--- src/hdl/bcc_pkg.sv ---
`timescale 1ns / 1ps
// ----------------------------------------------------------------------------
// Battery cycle controller package
// Shared types, register map and field widths of the battery cycle controller.
// ----------------------------------------------------------------------------
package bcc_pkg;

	localparam int CFG_ADDR_W = 5;
	localparam int CFG_DATA_W = 32;

	localparam int REQ_W  = 2;
	localparam int VOLT_W = 14;
	localparam int CURR_W = 16;
	localparam int TEMP_W = 12;
	localparam int IN_TDATA_W  = 48;
	localparam int OUT_TDATA_W = 8;

	localparam int CHG_END_W = 15;
	localparam int CNT_W     = 8;

	typedef enum logic [1:0] {
		ST_IDLE      = 2'd0,
		ST_CHARGE    = 2'd1,
		ST_DISCHARGE = 2'd2
	} state_t;

	typedef enum logic [1:0] {
		PRE_NONE      = 2'd0,
		PRE_ZERO      = 2'd1,
		PRE_CHARGE    = 2'd2,
		PRE_DISCHARGE = 2'd3
	} preset_t;

	typedef enum logic [1:0] {
		REQ_NONE      = 2'd0,
		REQ_IDLE      = 2'd1,
		REQ_CHARGE    = 2'd2,
		REQ_DISCHARGE = 2'd3
	} request_t;

	typedef enum logic [2:0] {
		REG_CHARGE_END_MA       = 3'd0,
		REG_DISCHARGE_CUTOFF_MV = 3'd1,
		REG_AUTO_CYCLE          = 3'd2,
		REG_MAX_TEMP_DC         = 3'd3,
		REG_NO_BATTERY_MV       = 3'd4,
		REG_DEAD_TIME_TICKS     = 3'd5,
		REG_DEBOUNCE_LIMIT      = 3'd6
	} reg_idx_t;

	localparam logic [CHG_END_W-1:0] RST_CHARGE_END_MA       = 15'd100;
	localparam logic [VOLT_W-1:0]    RST_DISCHARGE_CUTOFF_MV = 14'd3000;
	localparam logic                 RST_AUTO_CYCLE          = 1'b0;
	localparam logic [TEMP_W-1:0]    RST_MAX_TEMP_DC         = 12'd500;
	localparam logic [VOLT_W-1:0]    RST_NO_BATTERY_MV       = 14'd2000;
	localparam logic [CNT_W-1:0]     RST_DEAD_TIME_TICKS     = 8'd10;
	localparam logic [CNT_W-1:0]     RST_DEBOUNCE_LIMIT      = 8'd3;

	function automatic preset_t preset_for(input state_t s);
		preset_t p;
		case (s)
			ST_CHARGE:    p = PRE_CHARGE;
			ST_DISCHARGE: p = PRE_DISCHARGE;
			default:      p = PRE_ZERO;
		endcase
		return p;
	endfunction

endpackage

--- src/hdl/battery_cycle_controller_core.sv ---
`timescale 1ns / 1ps
// ----------------------------------------------------------------------------
// Battery cycle controller core
// Per-tick supervisor of a battery test cycler: picks idle, charge or
// discharge, drives both relays with a dead time on swaps and selects the
// current filter preset.
//
// Channel   Direction  Contents
// s_t*      in         one control tick: request, voltage, current, temperature
// m_t*      out        one result per tick: relays, state, preset, dead time flag
// APB       in/out     seven configuration registers at byte address 4*index
//
// A tick is taken into an input register, evaluated combinationally against the
// controller state and written to the output register, so a result passes the
// input and output registers in turn. A new tick can be taken every cycle
// unless both registers are full. A stalled output holds its result; the input
// side keeps accepting until both the input and output registers are full.
// Reset clears the controller state and loads the register defaults.
// ----------------------------------------------------------------------------
module battery_cycle_controller_core
	import bcc_pkg::*;
(
	input  logic                   clk,
	input  logic                   arst_n,
	input  logic                   s_tvalid,
	output logic                   s_tready,
	// user_request[1:0], voltage_mv[15:2], current_ma[31:16], temp_dc[43:32]
	input  logic [IN_TDATA_W-1:0]  s_tdata,
	output logic                   m_tvalid,
	input  logic                   m_tready,
	// chg_relay[0], dis_relay[1], reported_state[3:2],
	// preset_kind[5:4], in_dead_time[6]
	output logic [OUT_TDATA_W-1:0] m_tdata,
	input  logic                   psel,
	input  logic                   penable,
	input  logic                   pwrite,
	input  logic [CFG_ADDR_W-1:0]  paddr,
	input  logic [CFG_DATA_W-1:0]  pwdata,
	output logic [CFG_DATA_W-1:0]  prdata,
	output logic                   pready
);

	logic [CHG_END_W-1:0] charge_end_ma_q;
	logic [VOLT_W-1:0]    discharge_cutoff_mv_q;
	logic                 auto_cycle_q;
	logic [TEMP_W-1:0]    max_temp_dc_q;
	logic [VOLT_W-1:0]    no_battery_mv_q;
	logic [CNT_W-1:0]     dead_time_ticks_q;
	logic [CNT_W-1:0]     debounce_limit_q;

	logic                 valid_s1;
	logic [REQ_W-1:0]     req_s1;
	logic [VOLT_W-1:0]    volt_s1;
	logic [CURR_W-1:0]    curr_s1;
	logic [TEMP_W-1:0]    temp_s1;

	logic                 valid_s2;
	logic [OUT_TDATA_W-1:0] data_s2;

	state_t               applied_q;
	state_t               target_q;
	logic [CNT_W-1:0]     pause_q;
	logic [CNT_W-1:0]     qualify_q;
	logic                 chg_relay_q;
	logic                 dis_relay_q;

	state_t               applied_n;
	state_t               target_n;
	logic [CNT_W-1:0]     pause_n;
	logic [CNT_W-1:0]     qualify_n;
	logic                 chg_relay_n;
	logic                 dis_relay_n;
	state_t               report_n;
	preset_t              preset_n;

	state_t               cmd;
	logic [CURR_W:0]      cur_ext;
	logic [CURR_W:0]      mag;
	logic                 fire;
	logic                 adv;
	logic                 cfg_wr;

	assign pready = 1'b1;
	assign cfg_wr = psel & penable & pwrite & pready;

	always_ff @(posedge clk or negedge arst_n) begin
		if (!arst_n) begin
			charge_end_ma_q       <= RST_CHARGE_END_MA;
			discharge_cutoff_mv_q <= RST_DISCHARGE_CUTOFF_MV;
			auto_cycle_q          <= RST_AUTO_CYCLE;
			max_temp_dc_q         <= RST_MAX_TEMP_DC;
			no_battery_mv_q       <= RST_NO_BATTERY_MV;
			dead_time_ticks_q     <= RST_DEAD_TIME_TICKS;
			debounce_limit_q      <= RST_DEBOUNCE_LIMIT;
		end else if (cfg_wr) begin
			case (reg_idx_t'(paddr[4:2]))
				REG_CHARGE_END_MA:       charge_end_ma_q       <= pwdata[CHG_END_W-1:0];
				REG_DISCHARGE_CUTOFF_MV: discharge_cutoff_mv_q <= pwdata[VOLT_W-1:0];
				REG_AUTO_CYCLE:          auto_cycle_q          <= pwdata[0];
				REG_MAX_TEMP_DC:         max_temp_dc_q         <= pwdata[TEMP_W-1:0];
				REG_NO_BATTERY_MV:       no_battery_mv_q       <= pwdata[VOLT_W-1:0];
				REG_DEAD_TIME_TICKS:     dead_time_ticks_q     <= pwdata[CNT_W-1:0];
				REG_DEBOUNCE_LIMIT:      debounce_limit_q      <= pwdata[CNT_W-1:0];
				default: begin
				end
			endcase
		end
	end

	always_comb begin
		case (reg_idx_t'(paddr[4:2]))
			REG_CHARGE_END_MA:       prdata = CFG_DATA_W'(charge_end_ma_q);
			REG_DISCHARGE_CUTOFF_MV: prdata = CFG_DATA_W'(discharge_cutoff_mv_q);
			REG_AUTO_CYCLE:          prdata = CFG_DATA_W'(auto_cycle_q);
			REG_MAX_TEMP_DC:         prdata = CFG_DATA_W'($signed(max_temp_dc_q));
			REG_NO_BATTERY_MV:       prdata = CFG_DATA_W'(no_battery_mv_q);
			REG_DEAD_TIME_TICKS:     prdata = CFG_DATA_W'(dead_time_ticks_q);
			REG_DEBOUNCE_LIMIT:      prdata = CFG_DATA_W'(debounce_limit_q);
			default:                 prdata = '0;
		endcase
	end

	assign adv      = valid_s1 & (~valid_s2 | m_tready);
	assign s_tready = ~valid_s1 | adv;
	assign m_tvalid = valid_s2;
	assign m_tdata  = data_s2;

	always_ff @(posedge clk or negedge arst_n) begin
		if (!arst_n) begin
			valid_s1 <= 1'b0;
		end else if (s_tready) begin
			valid_s1 <= s_tvalid;
		end
	end

	always_ff @(posedge clk) begin
		if (s_tready && s_tvalid) begin
			req_s1  <= s_tdata[1:0];
			volt_s1 <= s_tdata[15:2];
			curr_s1 <= s_tdata[31:16];
			temp_s1 <= s_tdata[43:32];
		end
	end

	always_comb begin
		applied_n   = applied_q;
		target_n    = target_q;
		pause_n     = pause_q;
		qualify_n   = qualify_q;
		chg_relay_n = chg_relay_q;
		dis_relay_n = dis_relay_q;
		report_n    = applied_q;
		preset_n    = PRE_NONE;
		cmd         = applied_q;
		cur_ext     = {curr_s1[CURR_W-1], curr_s1};
		mag         = curr_s1[CURR_W-1] ? ((CURR_W+1)'(0) - cur_ext) : cur_ext;
		fire        = qualify_q >= debounce_limit_q;

		if (pause_q != '0) begin
			pause_n     = pause_q - CNT_W'(1);
			chg_relay_n = 1'b0;
			dis_relay_n = 1'b0;
			report_n    = ST_IDLE;
			preset_n    = PRE_ZERO;
			if (pause_n == '0) begin
				applied_n = target_q;
				report_n  = target_q;
				preset_n  = preset_for(target_q);
			end
		end else begin
			case (request_t'(req_s1))
				REQ_IDLE:      cmd = ST_IDLE;
				REQ_CHARGE:    cmd = ST_CHARGE;
				REQ_DISCHARGE: cmd = ST_DISCHARGE;
				default:       cmd = applied_q;
			endcase

			// Supervision of the limits; the end-of-charge current and the discharge cutoff are debounced.
			case (cmd)
				ST_CHARGE: begin
					if (mag < (CURR_W+1)'(charge_end_ma_q)) begin
						qualify_n = fire ? '0 : qualify_q + CNT_W'(1);
						if (fire) begin
							cmd = ST_DISCHARGE;
						end
					end else if ($signed(temp_s1) > $signed(max_temp_dc_q)) begin
						qualify_n = '0;
						cmd       = ST_IDLE;
					end else if (volt_s1 < no_battery_mv_q) begin
						qualify_n = '0;
						cmd       = ST_IDLE;
					end else begin
						qualify_n = '0;
					end
				end
				ST_DISCHARGE: begin
					if (volt_s1 < discharge_cutoff_mv_q) begin
						qualify_n = fire ? '0 : qualify_q + CNT_W'(1);
						if (fire) begin
							cmd = auto_cycle_q ? ST_CHARGE : ST_IDLE;
						end
					end else if ($signed(temp_s1) > $signed(max_temp_dc_q)) begin
						qualify_n = '0;
						cmd       = ST_IDLE;
					end else begin
						qualify_n = '0;
					end
				end
				default: begin
				end
			endcase

			report_n = cmd;
			if ((applied_q == ST_CHARGE && cmd == ST_DISCHARGE) ||
				(applied_q == ST_DISCHARGE && cmd == ST_CHARGE)) begin
				// A direct swap opens a dead time; the relays keep their drive for now.
				target_n = cmd;
				pause_n  = (dead_time_ticks_q == '0) ? CNT_W'(1) : dead_time_ticks_q;
			end else begin
				if (cmd != applied_q) begin
					preset_n = preset_for(cmd);
				end
				applied_n   = cmd;
				chg_relay_n = (cmd == ST_CHARGE);
				dis_relay_n = (cmd == ST_DISCHARGE);
			end
		end
	end

	always_ff @(posedge clk or negedge arst_n) begin
		if (!arst_n) begin
			applied_q   <= ST_IDLE;
			target_q    <= ST_IDLE;
			pause_q     <= '0;
			qualify_q   <= '0;
			chg_relay_q <= 1'b0;
			dis_relay_q <= 1'b0;
			valid_s2    <= 1'b0;
		end else begin
			if (adv) begin
				applied_q   <= applied_n;
				target_q    <= target_n;
				pause_q     <= pause_n;
				qualify_q   <= qualify_n;
				chg_relay_q <= chg_relay_n;
				dis_relay_q <= dis_relay_n;
				valid_s2    <= 1'b1;
			end else if (m_tready) begin
				valid_s2 <= 1'b0;
			end
		end
	end

	always_ff @(posedge clk) begin
		if (adv) begin
			data_s2 <= {1'b0, (pause_n != '0), preset_n, report_n, dis_relay_n, chg_relay_n};
		end
	end

`ifndef SYNTHESIS
	a_relays_exclusive: assert property (@(posedge clk) disable iff (!arst_n)
		!(chg_relay_q && dis_relay_q))
		else $error("Both relays are closed at the same time.");

	a_relay_matches_state: assert property (@(posedge clk) disable iff (!arst_n)
		(chg_relay_q |-> applied_q == ST_CHARGE) and (dis_relay_q |-> applied_q == ST_DISCHARGE))
		else $error("A relay is closed for a state that is not applied.");

	a_pause_counts_down: assert property (@(posedge clk) disable iff (!arst_n)
		adv && pause_q != '0 |=> pause_q == $past(pause_q) - CNT_W'(1))
		else $error("The dead-time counter did not count down on a tick.");

	a_ready_only_when_full: assert property (@(posedge clk) disable iff (!arst_n)
		!s_tready |-> valid_s1 && valid_s2 && !m_tready)
		else $error("The input side stalled while a register was free.");
`endif

endmodule

--- config.mk ---
export PLATFORM = sky130hd
export DESIGN_NAME = battery_cycle_controller_core
export DESIGN_NICKNAME = d
export VERILOG_FILES = /design/src/hdl/bcc_pkg.sv /design/src/hdl/battery_cycle_controller_core.sv
export SDC_FILE = /design/constraint.sdc
export NUM_CORES = 1
export LEC_CHECK = 0
export BUFFER_PORTS_ARGS = -buffer_cell sky130_fd_sc_hd__buf_4
export CORE_MARGIN = 3
export CORE_UTILIZATION = 25
export CTS_CLUSTER_SIZE = 28
export DETAILED_ROUTE_END_ITERATION = 8
export PLACE_DENSITY = 0.47
export SYNTH_ARGS = -nofsm -noshare
export SYNTH_HDL_FRONTEND = slang
export SYNTH_SLANG_ARGS = --single-unit
--- constraint.sdc ---
create_clock -name clk -period 12.09 [get_ports clk]
set_input_delay 2.418 -clock clk [delete_from_list [all_inputs] [get_ports clk]]
set_output_delay 2.418 -clock clk [all_outputs]
set_load 0.01 [all_outputs]
# Word level (Yosys, flattened, before mapping)

Cells that the tools add are included.
Widths: inputs -> output; s select.

Add/subtract/negate cells: 3
Order comparisons: 5
Equality and inequality tests: 20
Muxes and demuxes: 38
Bitwise gates (word level): 8
Reduce and logical (&&, ||, !) cells: 21

Operator list:

| operator              | number |
|---|---|
| $pmux 32 s7           | 1 |
| $mux 8                | 6 |
| $mux 2                | 18 |
| $lt 14x14->1          | 2 |
| $lt 17x15->1          | 1 |
| $mux 17               | 1 |
| $sub 1x16->17 const A | 1 |
| $logic_not 8->1       | 2 |
| $pmux 8 s2            | 1 |
| $reduce_bool 8->1     | 2 |
| $reduce_and 2->1      | 7 |
| $eq 2x2->1 const B    | 6 |
| $gt 12x12->1          | 1 |
| $pmux 2 s2            | 3 |
| $eq 2x1->1 const B    | 5 |
| $eq 3x3->1 const B    | 3 |
| $reduce_and 3->1      | 3 |
| $add 8x1->8 const B   | 1 |
| $ge 8x8->1            | 1 |
| $sub 8x1->8 const B   | 1 |
| $mux 1                | 7 |
| $eq 3x2->1 const B    | 2 |
| $pmux 2 s3            | 1 |
| $reduce_bool 2->1     | 2 |
| other kinds (10)      | 17 |

Bits in registers: 147
Input port bits: 92
Output and inout port bits: 43
Word-level logic and storage cells: 115

# Longest topological paths before layout

Gate-level depths: netlist of the first run.

Depth in word-level cells: 14
Mapped depth: 23
Mapped depth without buffers: 23

# Worst setup path before layout of the first run

Ideal clock, no wire load.

Path type: input -> output
From: in paddr[2]
To: out prdata[16]
Arrival time: 3.866 ns
Required time: 9.672 ns
Setup slack: 5.806 ns
Stages: 6
Buffers on the path: 3
Cell sequence: clkbuf_1 nor2b_1 clkbuf_1 nand3_1 inv_1 buf_4

Longest elaborated chain between the ends: 2
Elaborated cells on any way between the ends: 8
Those cells by class: eq/ne: 6; mux: 1; reduce/logical: 1

RTL lines:

| item                               | RTL line                             | RTL |
|---|---|---|
| start, declared                    | battery_cycle_controller_core.sv:37  | `input logic [CFG_ADDR_W-1:0] paddr,` |
| $eq 3x3->1 (tied with other cells) | battery_cycle_controller_core.sv:111 | `case (reg_idx_t'(paddr[4:2]))` |
| $pmux 32 s7 *                      | battery_cycle_controller_core.sv:111 |  |
| end, declared                      | battery_cycle_controller_core.sv:39  | `output logic [CFG_DATA_W-1:0] prdata,` |

Mark *: on every way between the ends. The rest lies on a longest branch, timed or not.

# Worst setup path in the final report of the first run

From: in paddr[2]
To: out prdata[6]

Same word-level chain as after synthesis.

==> impl_results.html, run 1 <==
<table>
<tr><th>Metric</th><th>Value</th></tr>
<tr><th colspan="2">Detailed routing</th></tr>
<tr><td>Number of iterations in the first detailed-routing pass</td><td>5</td></tr>
<tr><td>First DRT Iteration DRCs</td><td>393</td></tr>
<tr><td>Post-DR vias/cell</td><td>4.55</td></tr>
<tr><td>Wirelength per Cell</td><td>16.7 um</td></tr>
<tr><td>Final ANT Viol Nets</td><td>0</td></tr>
<tr><td>Vias post-DR</td><td>6,301</td></tr>
<tr><td>DRC violations left</td><td>0</td></tr>
<tr><td>Final wirelength</td><td>23,200 um</td></tr>
<tr><th colspan="2">Status</th></tr>
<tr><td>Outcome</td><td>complete, no violations</td></tr>
<tr><th colspan="2">Die</th></tr>
<tr><td>Die footprint</td><td>36,200 um2</td></tr>
<tr><td>Total core area</td><td>32,900 um2</td></tr>
<tr><td>Die height</td><td>190 um</td></tr>
<tr><td>Die boundary width</td><td>190 um</td></tr>
<tr><td>Effective utilization at floorplan</td><td>25.7%</td></tr>
<tr><td>Number of cell rows</td><td>66</td></tr>
<tr><td>I/O Pins</td><td>135</td></tr>
<tr><th colspan="2">STA</th></tr>
<tr><td>Accumulated negative setup slack</td><td>0 ns</td></tr>
<tr><td>Setup-violating endpoint count in the final report</td><td>0</td></tr>
<tr><td>Highest Clock Rate</td><td>0.159 GHz</td></tr>
<tr><td>Fraction of the cycle the final worst path needs</td><td>52.0%</td></tr>
<tr><td>Unrepaired setup endpoints after global routing</td><td>false</td></tr>
<tr><td>Count of final max-slew check failures</td><td>0</td></tr>
<tr><td>Slew at the pin with the worst max-slew slack</td><td>1.11 ns</td></tr>
<tr><td>Clock tree skew after final layout</td><td>0.0115 ns</td></tr>
<tr><td>Fin. Hold Viols</td><td>0</td></tr>
<tr><td>Slew margin rel.</td><td>25.4%</td></tr>
<tr><td>Final worst path period need</td><td>6.29 ns</td></tr>
<tr><th colspan="2">Cells and area</th></tr>
<tr><td>Net count, final</td><td>1,094</td></tr>
<tr><td>Share of cells above drive strength 1</td><td>23.7%</td></tr>
<tr><td>Storage cell area</td><td>3970 um2</td></tr>
<tr><td>Post-synthesis to final-layout area growth</td><td>21.7%</td></tr>
<tr><td>Antenna diode count</td><td>0</td></tr>
<tr><td>Number of fillers in the final layout</td><td>3,400</td></tr>
<tr><td>Post-route insts no fill</td><td>1,386</td></tr>
<tr><td>Multi-input gate area in the final layout</td><td>3990 um2</td></tr>
<tr><td>Fin area</td><td>10,300 um2</td></tr>
<tr><th colspan="2">Clocking</th></tr>
<tr><td>Clock-pin slew on the worst setup and hold paths</td><td>0.06 ns</td></tr>
<tr><td>Maximum count of clock buffers along a single path</td><td>2</td></tr>
<tr><td>Cts repair resizes</td><td>0</td></tr>
<tr><td>Clock latency reported for the late side of the worst-skew pair</td><td>0.42 ns</td></tr>
<tr><td>Total setup buffers inserted after CTS</td><td>0</td></tr>
<tr><td>Root Buffer Master</td><td>sky130_fd_sc_hd__clkbuf_16</td></tr>
<tr><td>Clock tree from TritonCTS</td><td>built</td></tr>
<tr><td>H-tree lvl count</td><td>4</td></tr>
<tr><td>Clock buffer count from CTS</td><td>17</td></tr>
<tr><td>Number of clock sinks</td><td>147</td></tr>
<tr><td>Quantity of hold-fixing buffers added after cts</td><td>0</td></tr>
<tr><th colspan="2">Placed design</th></tr>
<tr><td>Placed cell count</td><td>1,354</td></tr>
<tr><td>HPWL after detailed placement</td><td>17,300 um</td></tr>
<tr><td>Placed Instance Area</td><td>9670 um2</td></tr>
<tr><td>Count of buffers inserted at the top-level ports</td><td>109</td></tr>
<tr><td>GP Congestion</td><td>0.772</td></tr>
<tr><th colspan="2">Synthesis</th></tr>
<tr><td>Synthesized instance count</td><td>843</td></tr>
<tr><td>Top cell type by total area after synthesis</td><td>sky130_fd_sc_hd__dfrtp_1</td></tr>
<tr><td>Mean cell area of the mapped netlist</td><td>10.1 um2</td></tr>
<tr><td>Netlist Area Pre-Place</td><td>8480 um2</td></tr>
<tr><td>Number of distinct library cells after synthesis</td><td>65</td></tr>
<tr><td>FF+latch count, synth</td><td>147</td></tr>
<tr><td>Post-synth net total</td><td>1,006</td></tr>
<tr><td>Post-synth top area share</td><td>20.7%</td></tr>
<tr><td>Sequential-to-total area share from yosys stat</td><td>46.8%</td></tr>
<tr><td>Number of synthesized flops with an enable pin</td><td>51</td></tr>
<tr><td>Cell with the most instances after synthesis</td><td>sky130_fd_sc_hd__o21ai_0</td></tr>
<tr><td>Syn. warnings</td><td>0</td></tr>
<tr><td>Top post-synthesis cells by count</td><td>91 x sky130_fd_sc_hd__o21ai_0, 87 x sky130_fd_sc_hd__nand2_1, 79 x sky130_fd_sc_hd__inv_1</td></tr>
<tr><td>Leading cell types by total area after synthesis</td><td>sky130_fd_sc_hd__dfrtp_1 21%, sky130_fd_sc_hd__edfxtp_1 18%, sky130_fd_sc_hd__ha_1 10%, sky130_fd_sc_hd__dfstp_2 8.1%, sky130_fd_sc_hd__o21ai_0 5.4%</td></tr>
<tr><td>Synth async-reset ratio</td><td>65.3%</td></tr>
<tr><td>Most used flip-flop cell after synthesis</td><td>sky130_fd_sc_hd__dfrtp_1</td></tr>
<tr><th colspan="2">Power</th></tr>
<tr><td>Total power density per cell area</td><td>171 nW/um2</td></tr>
<tr><td>Static Leak</td><td>4.46 nW</td></tr>
<tr><td>Peak VDD IR</td><td>71.0 uV</td></tr>
<tr><th colspan="2">Setup path</th></tr>
<tr><td>Terminus of the critical flop-to-flop path</td><td>m_tdata[6]$_DFFE_PP_</td></tr>
<tr><td>Maximum fanout count along the critical path</td><td>26</td></tr>
<tr><td>Crit end category</td><td>primary output</td></tr>
<tr><td>Crit path max-delay cell type</td><td>sky130_fd_sc_hd__buf_4</td></tr>
<tr><td>Reg-to-reg startpoint</td><td>curr_s1[6]$_DFFE_PP_</td></tr>
<tr><td>Worst-path cell chain</td><td>buf_4 &gt; nor2b_1 &gt; buf_4 &gt; a22oi_1 &gt; o22ai_1 &gt; buf_4</td></tr>
<tr><td>Crit path top cell by count</td><td>sky130_fd_sc_hd__buf_4</td></tr>
<tr><td>Cell family with most CP delay</td><td>buffers and inverters</td></tr>
<tr><td>CP Buf/Inv Count</td><td>3</td></tr>
<tr><td>Delay of the slowest cell on the worst path</td><td>0.30 ns</td></tr>
<tr><td>Worst Path Required</td><td>9.67 ns</td></tr>
<tr><td>Depth of the worst register-to-register path</td><td>19</td></tr>
<tr><td>Type of origin of the critical path</td><td>input port</td></tr>
<tr><td>Flop2flop setup slack</td><td>6.55 ns</td></tr>
<tr><td>Arrival time worst endpoint</td><td>3.87 ns</td></tr>
<tr><td>Type of the worst setup path</td><td>input port to primary output</td></tr>
<tr><td>Timing startpoint of the critical path</td><td>paddr[2]</td></tr>
<tr><th colspan="2">Global routing</th></tr>
<tr><td>Met3 routing resource usage after global routing</td><td>2.40%</td></tr>
<tr><td>Initial antenna violation count</td><td>1</td></tr>
<tr><td>Overflow left after global routing</td><td>0</td></tr>
<tr><td>GRT Max-Usage Layer</td><td>met2</td></tr>
<tr><td>Via count of the first global-routing pass</td><td>6,292</td></tr>
<tr><td>Total routing resource utilization after global routing</td><td>13.1%</td></tr>
<tr><td>Met1 Resource Use GR</td><td>18.5%</td></tr>
<tr><td>Wire length of the first global-routing pass</td><td>36,600 um</td></tr>
<tr><td>Largest net degree at the start of global routing</td><td>50</td></tr>
<tr><td>Met2 usage in global routing</td><td>21.2%</td></tr>
<tr><th colspan="2">Min path</th></tr>
<tr><td>Worst hold path cell count</td><td>1</td></tr>
<tr><td>Hold path endpoint</td><td>m_tvalid$_DFFE_PN0P_</td></tr>
<tr><td>Worst Hold Class</td><td>flop to flop</td></tr>
<tr><td>Worst min-delay path startpoint</td><td>valid_s1$_DFFE_PN0N_</td></tr>
<tr><th colspan="2">Run</th></tr>
<tr><td>Max Cap Viol</td><td>0</td></tr>
</table>
cells by family after synthesis:
group / count (synthesis) / share of synthesized area (%)
simple gates: 226 / 12.6
compound gates: 206 / 15.0
fa+ha+maj: 71 / 10.5
other cells: 2 / 0.0885
flops: 147 / 46.8
buf+inv: 126 / 6.37
mux: 46 / 6.76
xor+xnor: 19 / 1.96
stage by stage:
| stage | hold WS [ns] | worst slack, ns | total power, mW | util (%) |
|---|---|---|---|---|
| after floorplan | 0.457 | 5.81 | 1.01 | - |
| after global placement | 0.468 | 5.80 | 1.17 | 29.3 |
| after detailed placement | 0.486 | 5.78 | 1.18 | 29.3 |
| after CTS | 0.499 | 5.78 | 1.78 | 31.3 |
| after global routing | 0.537 | 5.72 | 1.87 | 31.3 |
| final | 0.496 | 5.80 | 1.76 | 31.3 |
power by group:
part	internal [mW]	leakage, nW	switching, mW	total, mW
Clock	0.383	0.315	0.210	0.593
Combinational	0.204	2.53	0.264	0.469
Sequential	0.619	1.62	0.0804	0.700
how the worst max path moves through the flow:
| stage | endpoint | slack [ns] | depth (start not counted) |
|---|---|---|---|
| 4_1_cts | prdata[6] | 5.78 | 6 |
| 3_5_place_dp | prdata[6] | 5.78 | 6 |
| 3_3_place_gp | prdata[6] | 5.80 | 6 |
| 2_1_floorplan | prdata[16] | 5.81 | 6 |
| 5_1_grt | prdata[6] | 5.72 | 6 |
| 6_report | prdata[6] | 5.80 | 6 |
per-layer routing:
layer  share of wire (%)  vias up
met1                  49     3030
met3                 3.1       17
met2                  47      108
li1                    -     3144
met5               0.056        -
met4                0.75        2
area by class of cell:
class	instances	area share, %
Multi-Input combinational cell	570	38.6
Sequential cell	147	38.4
Timing Repair Buffer	115	8.36
Tap cell	442	5.36
Clock buffer	23	4.63
Inverter	80	2.91
Clock inverter	9	1.70
flip-flops by register name (all words and copies together) (netlist names), 12 cells and up:
name,count
curr_s1,16
charge_end_ma_q,15
discharge_cutoff_mv_q,14
no_battery_mv_q,14
volt_s1,14
max_temp_dc_q,12
temp_s1,12
cells in the final DEF (no fill, tap or decap), types with 10 or more instances in the layout:
cell | Yosys | layout
sky130_fd_sc_hd__edfxtp_1 | 51 | 51
sky130_fd_sc_hd__a21oi_1 | 44 | 44
sky130_fd_sc_hd__nor2_1 | 42 | 42
sky130_fd_sc_hd__xnor2_1 | 15 | 15
sky130_fd_sc_hd__mux2_2 | 30 | 30
sky130_fd_sc_hd__mux2i_1 | 10 | 10
sky130_fd_sc_hd__o21ai_0 | 91 | 91
sky130_fd_sc_hd__nand2_1 | 87 | 87
sky130_fd_sc_hd__inv_1 | 79 | 79
sky130_fd_sc_hd__ha_1 | 71 | 71
sky130_fd_sc_hd__dfrtp_1 | 70 | 70
sky130_fd_sc_hd__buf_4 | 18 | 115
sky130_fd_sc_hd__dfstp_2 | 26 | 26
sky130_fd_sc_hd__nand3_1 | 19 | 19
sky130_fd_sc_hd__nor3_1 | 19 | 18
sky130_fd_sc_hd__a21o_1 | 11 | 11
sky130_fd_sc_hd__nand2b_1 | 15 | 15
sky130_fd_sc_hd__clkbuf_16 | 0 | 17
worst reg2reg max path: stages (launching register included):
cell and delay [ns]:
sky130_fd_sc_hd__edfxtp_1 0.43, sky130_fd_sc_hd__or4_4 0.58, sky130_fd_sc_hd__o31a_2 0.37, sky130_fd_sc_hd__or2_2 0.28, sky130_fd_sc_hd__o21ai_0 0.19, sky130_fd_sc_hd__xnor2_1 0.16
sky130_fd_sc_hd__ha_1 0.29, sky130_fd_sc_hd__a21oi_1 0.14, sky130_fd_sc_hd__a21oi_1 0.09, sky130_fd_sc_hd__a221o_2 0.37, sky130_fd_sc_hd__nor3_1 0.41, sky130_fd_sc_hd__a31oi_1 0.22
sky130_fd_sc_hd__nor2_1 0.29, sky130_fd_sc_hd__ha_1 0.25, sky130_fd_sc_hd__nor2b_1 0.23, sky130_fd_sc_hd__nand2_1 0.10, sky130_fd_sc_hd__o21ai_1 0.36, sky130_fd_sc_hd__a31oi_1 0.17
sky130_fd_sc_hd__o21ai_0 0.23, sky130_fd_sc_hd__nand3_1 0.10
Note: power is estimated with default switching activity, not from simulation.
==> inputs of run 2 (changes only) <==
- ABC_AREA: unset -> 1
- PLACE_DENSITY: 0.47 -> 0.48
- clock period: 12.09 -> 5.4 ns (I/O delays scaled with it)
==> run 2 against run 1 <==
Power increased by 130%. Clock skew increased by 0.0012 ns. Critical path type is now flop to flop. Critical path depth increased by 25. Sequential share of layout area decreased by 0.051 points. Final area increased by 0.13%. Die area increased by 0.48%.
==> impl_results.html, run 2 <==
<table>
<tr><th>Metric</th><th>Value</th></tr>
<tr><th colspan="2">Cells and area</th></tr>
<tr><td>Number of fillers in the final layout</td><td>3,513 (was 3,400)</td></tr>
<tr><td>Number of flip-flops under the largest register name</td><td>16 (unchanged)</td></tr>
<tr><td>Post-synthesis to final-layout area growth</td><td>21.3% (was 21.7%)</td></tr>
<tr><td>Most frequent cells in the layout</td><td>212 x sky130_fd_sc_hd__nand2_1, 164 x sky130_fd_sc_hd__inv_1, 114 x sky130_fd_sc_hd__buf_4, 96 x sky130_fd_sc_hd__o21ai_0, 71 x sky130_fd_sc_hd__ha_1 (was 115 x sky130_fd_sc_hd__buf_4, 91 x sky130_fd_sc_hd__o21ai_0, 87 x sky130_fd_sc_hd__nand2_1, 79 x sky130_fd_sc_hd__inv_1, 71 x sky130_fd_sc_hd__ha_1)</td></tr>
<tr><td>Biggest registers after layout</td><td>curr_s1 (16), charge_end_ma_q (15) (unchanged)</td></tr>
<tr><td>Register with the most flip-flops</td><td>curr_s1 (unchanged)</td></tr>
<tr><td>Most common cell after layout, fill and taps aside</td><td>sky130_fd_sc_hd__nand2_1 (was sky130_fd_sc_hd__buf_4)</td></tr>
<tr><td>Net count, final</td><td>1,238 (was 1,094)</td></tr>
<tr><td>Share of cells above drive strength 1</td><td>18.9% (was 23.7%)</td></tr>
<tr><td>Antenna diode count</td><td>0 (unchanged)</td></tr>
<tr><td>Fin area</td><td>10,300 um2 (about the same)</td></tr>
<tr><th colspan="2">Synthesis</th></tr>
<tr><td>Cell with the most instances after synthesis</td><td>sky130_fd_sc_hd__nand2_1 (was sky130_fd_sc_hd__o21ai_0)</td></tr>
<tr><td>Synth async-reset ratio</td><td>65.3% (unchanged)</td></tr>
<tr><td>Leading cell types by total area after synthesis</td><td>sky130_fd_sc_hd__dfrtp_1 21%, sky130_fd_sc_hd__edfxtp_1 18%, sky130_fd_sc_hd__ha_1 10%, sky130_fd_sc_hd__nand2_1 9.3%, sky130_fd_sc_hd__dfstp_2 8.0% (was sky130_fd_sc_hd__dfrtp_1 21%, sky130_fd_sc_hd__edfxtp_1 18%, sky130_fd_sc_hd__ha_1 10%, sky130_fd_sc_hd__dfstp_2 8.1%, sky130_fd_sc_hd__o21ai_0 5.4%)</td></tr>
<tr><td>Top post-synthesis cells by count</td><td>212 x sky130_fd_sc_hd__nand2_1, 165 x sky130_fd_sc_hd__inv_1, 96 x sky130_fd_sc_hd__o21ai_0 (was 91 x sky130_fd_sc_hd__o21ai_0, 87 x sky130_fd_sc_hd__nand2_1, 79 x sky130_fd_sc_hd__inv_1)</td></tr>
<tr><td>Number of distinct library cells after synthesis</td><td>47 (was 65)</td></tr>
<tr><td>Post-synth top area share</td><td>20.5% (was 20.7%)</td></tr>
<tr><td>Syn. warnings</td><td>0 (unchanged)</td></tr>
<tr><td>FF+latch count, synth</td><td>147 (unchanged)</td></tr>
<tr><td>Number of synthesized flops with an enable pin</td><td>51 (unchanged)</td></tr>
<tr><td>Post-synth net total</td><td>1,140 (was 1,006)</td></tr>
<tr><td>Netlist Area Pre-Place</td><td>8520 um2 (was 8480 um2)</td></tr>
<tr><td>Synthesized instance count</td><td>977 (was 843)</td></tr>
<tr><td>Top cell type by total area after synthesis</td><td>sky130_fd_sc_hd__dfrtp_1 (unchanged)</td></tr>
<tr><td>Mean cell area of the mapped netlist</td><td>8.73 um2 (was 10.1 um2)</td></tr>
<tr><td>Sequential-to-total area share from yosys stat</td><td>46.5% (was 46.8%)</td></tr>
<tr><td>Most used flip-flop cell after synthesis</td><td>sky130_fd_sc_hd__dfrtp_1 (unchanged)</td></tr>
<tr><th colspan="2">Detailed routing</th></tr>
<tr><td>DRC violations left</td><td>0 (unchanged)</td></tr>
<tr><td>Post-DR vias/cell</td><td>4.39 (was 4.55)</td></tr>
<tr><td>Vias post-DR</td><td>6,716 (was 6,301)</td></tr>
<tr><td>Final ANT Viol Nets</td><td>0 (unchanged)</td></tr>
<tr><td>Number of iterations in the first detailed-routing pass</td><td>5 (unchanged)</td></tr>
<tr><td>Final wirelength</td><td>23,700 um (was 23,200 um)</td></tr>
<tr><td>Wirelength per Cell</td><td>15.5 um (was 16.7 um)</td></tr>
<tr><td>First DRT Iteration DRCs</td><td>437 (was 393)</td></tr>
<tr><th colspan="2">Min path</th></tr>
<tr><td>Hold path endpoint</td><td>dis_relay_q$_DFFE_PN0P_ (was m_tvalid$_DFFE_PN0P_)</td></tr>
<tr><td>Worst Hold Class</td><td>flop to flop (unchanged)</td></tr>
<tr><td>Worst min-delay path startpoint</td><td>dis_relay_q$_DFFE_PN0P_ (was valid_s1$_DFFE_PN0N_)</td></tr>
<tr><td>Worst hold path cell count</td><td>2 (was 1)</td></tr>
<tr><th colspan="2">STA</th></tr>
<tr><td>Final worst path period need</td><td>4.86 ns</td></tr>
<tr><td>Slew margin rel.</td><td>30.2% (was 25.4%)</td></tr>
<tr><td>Highest Clock Rate</td><td>0.206 GHz</td></tr>
<tr><td>Accumulated negative setup slack</td><td>0 ns (unchanged)</td></tr>
<tr><td>Slew at the pin with the worst max-slew slack</td><td>1.04 ns (was 1.11 ns)</td></tr>
<tr><td>Fraction of the cycle the final worst path needs</td><td>90.0%</td></tr>
<tr><td>Final critical-path setup slack</td><td>0.542 ns (was 5.80 ns)</td></tr>
<tr><td>Fin. Hold Viols</td><td>0 (unchanged)</td></tr>
<tr><td>Clock tree skew after final layout</td><td>0.0127 ns (was 0.0115 ns)</td></tr>
<tr><td>Count of final max-slew check failures</td><td>0 (unchanged)</td></tr>
<tr><td>Setup-violating endpoint count in the final report</td><td>0 (unchanged)</td></tr>
<tr><td>Unrepaired setup endpoints after global routing</td><td>false (unchanged)</td></tr>
<tr><th colspan="2">Clocking</th></tr>
<tr><td>Maximum count of clock buffers along a single path</td><td>2 (unchanged)</td></tr>
<tr><td>Quantity of hold-fixing buffers added after cts</td><td>0 (unchanged)</td></tr>
<tr><td>Clock latency reported for the late side of the worst-skew pair</td><td>0.43 ns (was 0.42 ns)</td></tr>
<tr><td>Total setup buffers inserted after CTS</td><td>0 (unchanged)</td></tr>
<tr><td>Clock buffer count from CTS</td><td>17 (unchanged)</td></tr>
<tr><td>H-tree lvl count</td><td>4 (unchanged)</td></tr>
<tr><td>Number of clock sinks</td><td>147 (unchanged)</td></tr>
<tr><td>Clock-pin slew on the worst setup and hold paths</td><td>0.06 ns (about the same)</td></tr>
<tr><td>Root Buffer Master</td><td>sky130_fd_sc_hd__clkbuf_16 (unchanged)</td></tr>
<tr><td>Clock tree from TritonCTS</td><td>built (unchanged)</td></tr>
<tr><td>Cts repair resizes</td><td>0 (unchanged)</td></tr>
<tr><th colspan="2">Setup path</th></tr>
<tr><td>Terminus of the critical flop-to-flop path</td><td>m_tdata[6]$_DFFE_PP_ (unchanged)</td></tr>
<tr><td>Type of the worst setup path</td><td>flop to flop (was input port to primary output)</td></tr>
<tr><td>Crit path top cell by count</td><td>sky130_fd_sc_hd__inv_1 (was sky130_fd_sc_hd__buf_4)</td></tr>
<tr><td>Maximum fanout count along the critical path</td><td>6 (was 26)</td></tr>
<tr><td>Depth of the worst register-to-register path</td><td>31 (was 19)</td></tr>
<tr><td>Crit end category</td><td>flop (was primary output)</td></tr>
<tr><td>Type of origin of the critical path</td><td>flop (was input port)</td></tr>
<tr><td>Reg-to-reg startpoint</td><td>curr_s1[0]$_DFFE_PP_ (was curr_s1[6]$_DFFE_PP_)</td></tr>
<tr><td>Crit path max-delay cell type</td><td>sky130_fd_sc_hd__edfxtp_1 (was sky130_fd_sc_hd__buf_4)</td></tr>
<tr><td>Delay of the slowest cell on the worst path</td><td>0.37 ns (was 0.30 ns)</td></tr>
<tr><td>Arrival time worst endpoint</td><td>5.03 ns (was 3.87 ns)</td></tr>
<tr><td>Worst Path Required</td><td>5.57 ns (was 9.67 ns)</td></tr>
<tr><td>Flop2flop setup slack</td><td>0.54 ns (was 6.55 ns)</td></tr>
<tr><th colspan="2">Die</th></tr>
<tr><td>Effective utilization at floorplan</td><td>25.8% (was 25.7%)</td></tr>
<tr><td>Total core area</td><td>33,000 um2 (was 32,900 um2)</td></tr>
<tr><td>Number of cell rows</td><td>66 (unchanged)</td></tr>
<tr><td>Die boundary width</td><td>191 um (was 190 um)</td></tr>
<tr><td>I/O Pins</td><td>135 (unchanged)</td></tr>
<tr><td>Die height</td><td>191 um (was 190 um)</td></tr>
<tr><td>Die footprint</td><td>36,300 um2 (was 36,200 um2)</td></tr>
<tr><th colspan="2">Global routing</th></tr>
<tr><td>Overflow left after global routing</td><td>0 (unchanged)</td></tr>
<tr><td>Wire length of the first global-routing pass</td><td>37,400 um (was 36,600 um)</td></tr>
<tr><td>Total routing resource utilization after global routing</td><td>13.4% (was 13.1%)</td></tr>
<tr><td>Largest net degree at the start of global routing</td><td>71 (was 50)</td></tr>
<tr><td>Via count of the first global-routing pass</td><td>6,627 (was 6,292)</td></tr>
<tr><td>Initial antenna violation count</td><td>0 (was 1)</td></tr>
<tr><th colspan="2">Run</th></tr>
<tr><td>Max Cap Viol</td><td>0 (unchanged)</td></tr>
<tr><th colspan="2">Power</th></tr>
<tr><td>Peak VDD IR</td><td>204 uV (was 71.0 uV)</td></tr>
<tr><td>Total power after layout</td><td>4.08 mW (was 1.76 mW)</td></tr>
<tr><td>Static Leak</td><td>4.88 nW (was 4.46 nW)</td></tr>
<tr><td>Total power density per cell area</td><td>395 nW/um2 (was 171 nW/um2)</td></tr>
<tr><th colspan="2">Placed design</th></tr>
<tr><td>Count of buffers inserted at the top-level ports</td><td>109 (unchanged)</td></tr>
<tr><td>GP Congestion</td><td>0.789 (was 0.772)</td></tr>
<tr><td>HPWL after detailed placement</td><td>18,200 um (was 17,300 um)</td></tr>
<tr><td>Placed Instance Area</td><td>9730 um2 (was 9670 um2)</td></tr>
<tr><td>Post-placement worst setup slack</td><td>0.510 ns (was 5.78 ns)</td></tr>
<tr><th colspan="2">Status</th></tr>
<tr><td>Outcome</td><td>complete, no violations (unchanged)</td></tr>
</table>
-- run 2: kinds of logic after synthesis --
| logic type | synth area share [%] |
|---|---|
| flip-flops | 46.5 |
| AND/OR/NAND/NOR | 17.5 |
| adder cells (fa/ha/maj) | 10.4 |
| multiplexers | 0.117 |
| XOR/XNOR | 2.36 |
| other | 0.0881 |
| AO/OA/AOI/OAI | 13.1 |
| buffers and inverters | 9.88 |
-- run 2: report_power, final --
part / internal [mW] / leakage, nW / switching [mW] / total (mW)
clock: 0.730 / 0.302 / 0.487 / 1.22
combinational: 0.493 / 2.99 / 0.813 / 1.31
sequential: 1.42 / 1.58 / 0.145 / 1.56
total: 2.64 / 4.88 / 1.44 / 4.08
-- run 2: worst max-delay path by stage --
stage                                     from  depth (start not counted)                    to
after floorplan           curr_s1[0]$_DFFE_PP_                         31  m_tdata[6]$_DFFE_PP_
after global placement    curr_s1[0]$_DFFE_PP_                         29  m_tdata[6]$_DFFE_PP_
after detailed placement  curr_s1[0]$_DFFE_PP_                         31  m_tdata[6]$_DFFE_PP_
after CTS                 curr_s1[0]$_DFFE_PP_                         31  m_tdata[6]$_DFFE_PP_
after global routing      curr_s1[0]$_DFFE_PP_                         31  m_tdata[6]$_DFFE_PP_
final                     curr_s1[0]$_DFFE_PP_                         31  m_tdata[6]$_DFFE_PP_
-- run 2: routing by layer --
metal / share of wire, % / track usage [%] / vias to the layer above
met3: 4.4 / 2.63 / 9
met4: 0.93 / 3.13 / 0
li1: - / - / 3400
met5: 0 / 0 / -
met2: 47 / 21.7 / 109
met1: 48 / 18.5 / 3198
-- run 2: final cells by class --
type                            instances  area [um2]  area share (%)
Sequential cell                       147        3970            38.4
Multi-Input combinational cell        625        3720            35.9
Timing Repair Buffer                  114         856            8.28
Inverter                              170         638            6.17
Tap cell                              442         553            5.35
Clock buffer                           22         518            5.01
Clock inverter                         10        90.1           0.871
-- run 2: metrics by stage --
stage	utilization (%)	instances	hold WS, ns
5_1_grt	31.3	1530	0.507
3_5_place_dp	29.5	1498	0.473
4_1_cts	31.3	1530	0.489
3_3_place_gp	29.5	1498	0.469
2_1_floorplan	-	977	0.450
6_report	31.3	1530	0.483
-- run 2: worst max-delay path, delay by kind of cell (launching register included) --
kind                     cells  cell delay [ns]
AO/OA/AOI/OAI                6             0.95
buffers and inverters        6             0.53
AND/OR/NAND/NOR             15             1.95
flip-flops                   1             0.37
adder cells (fa/ha/maj)      3             0.66
XOR/XNOR                     1             0.16
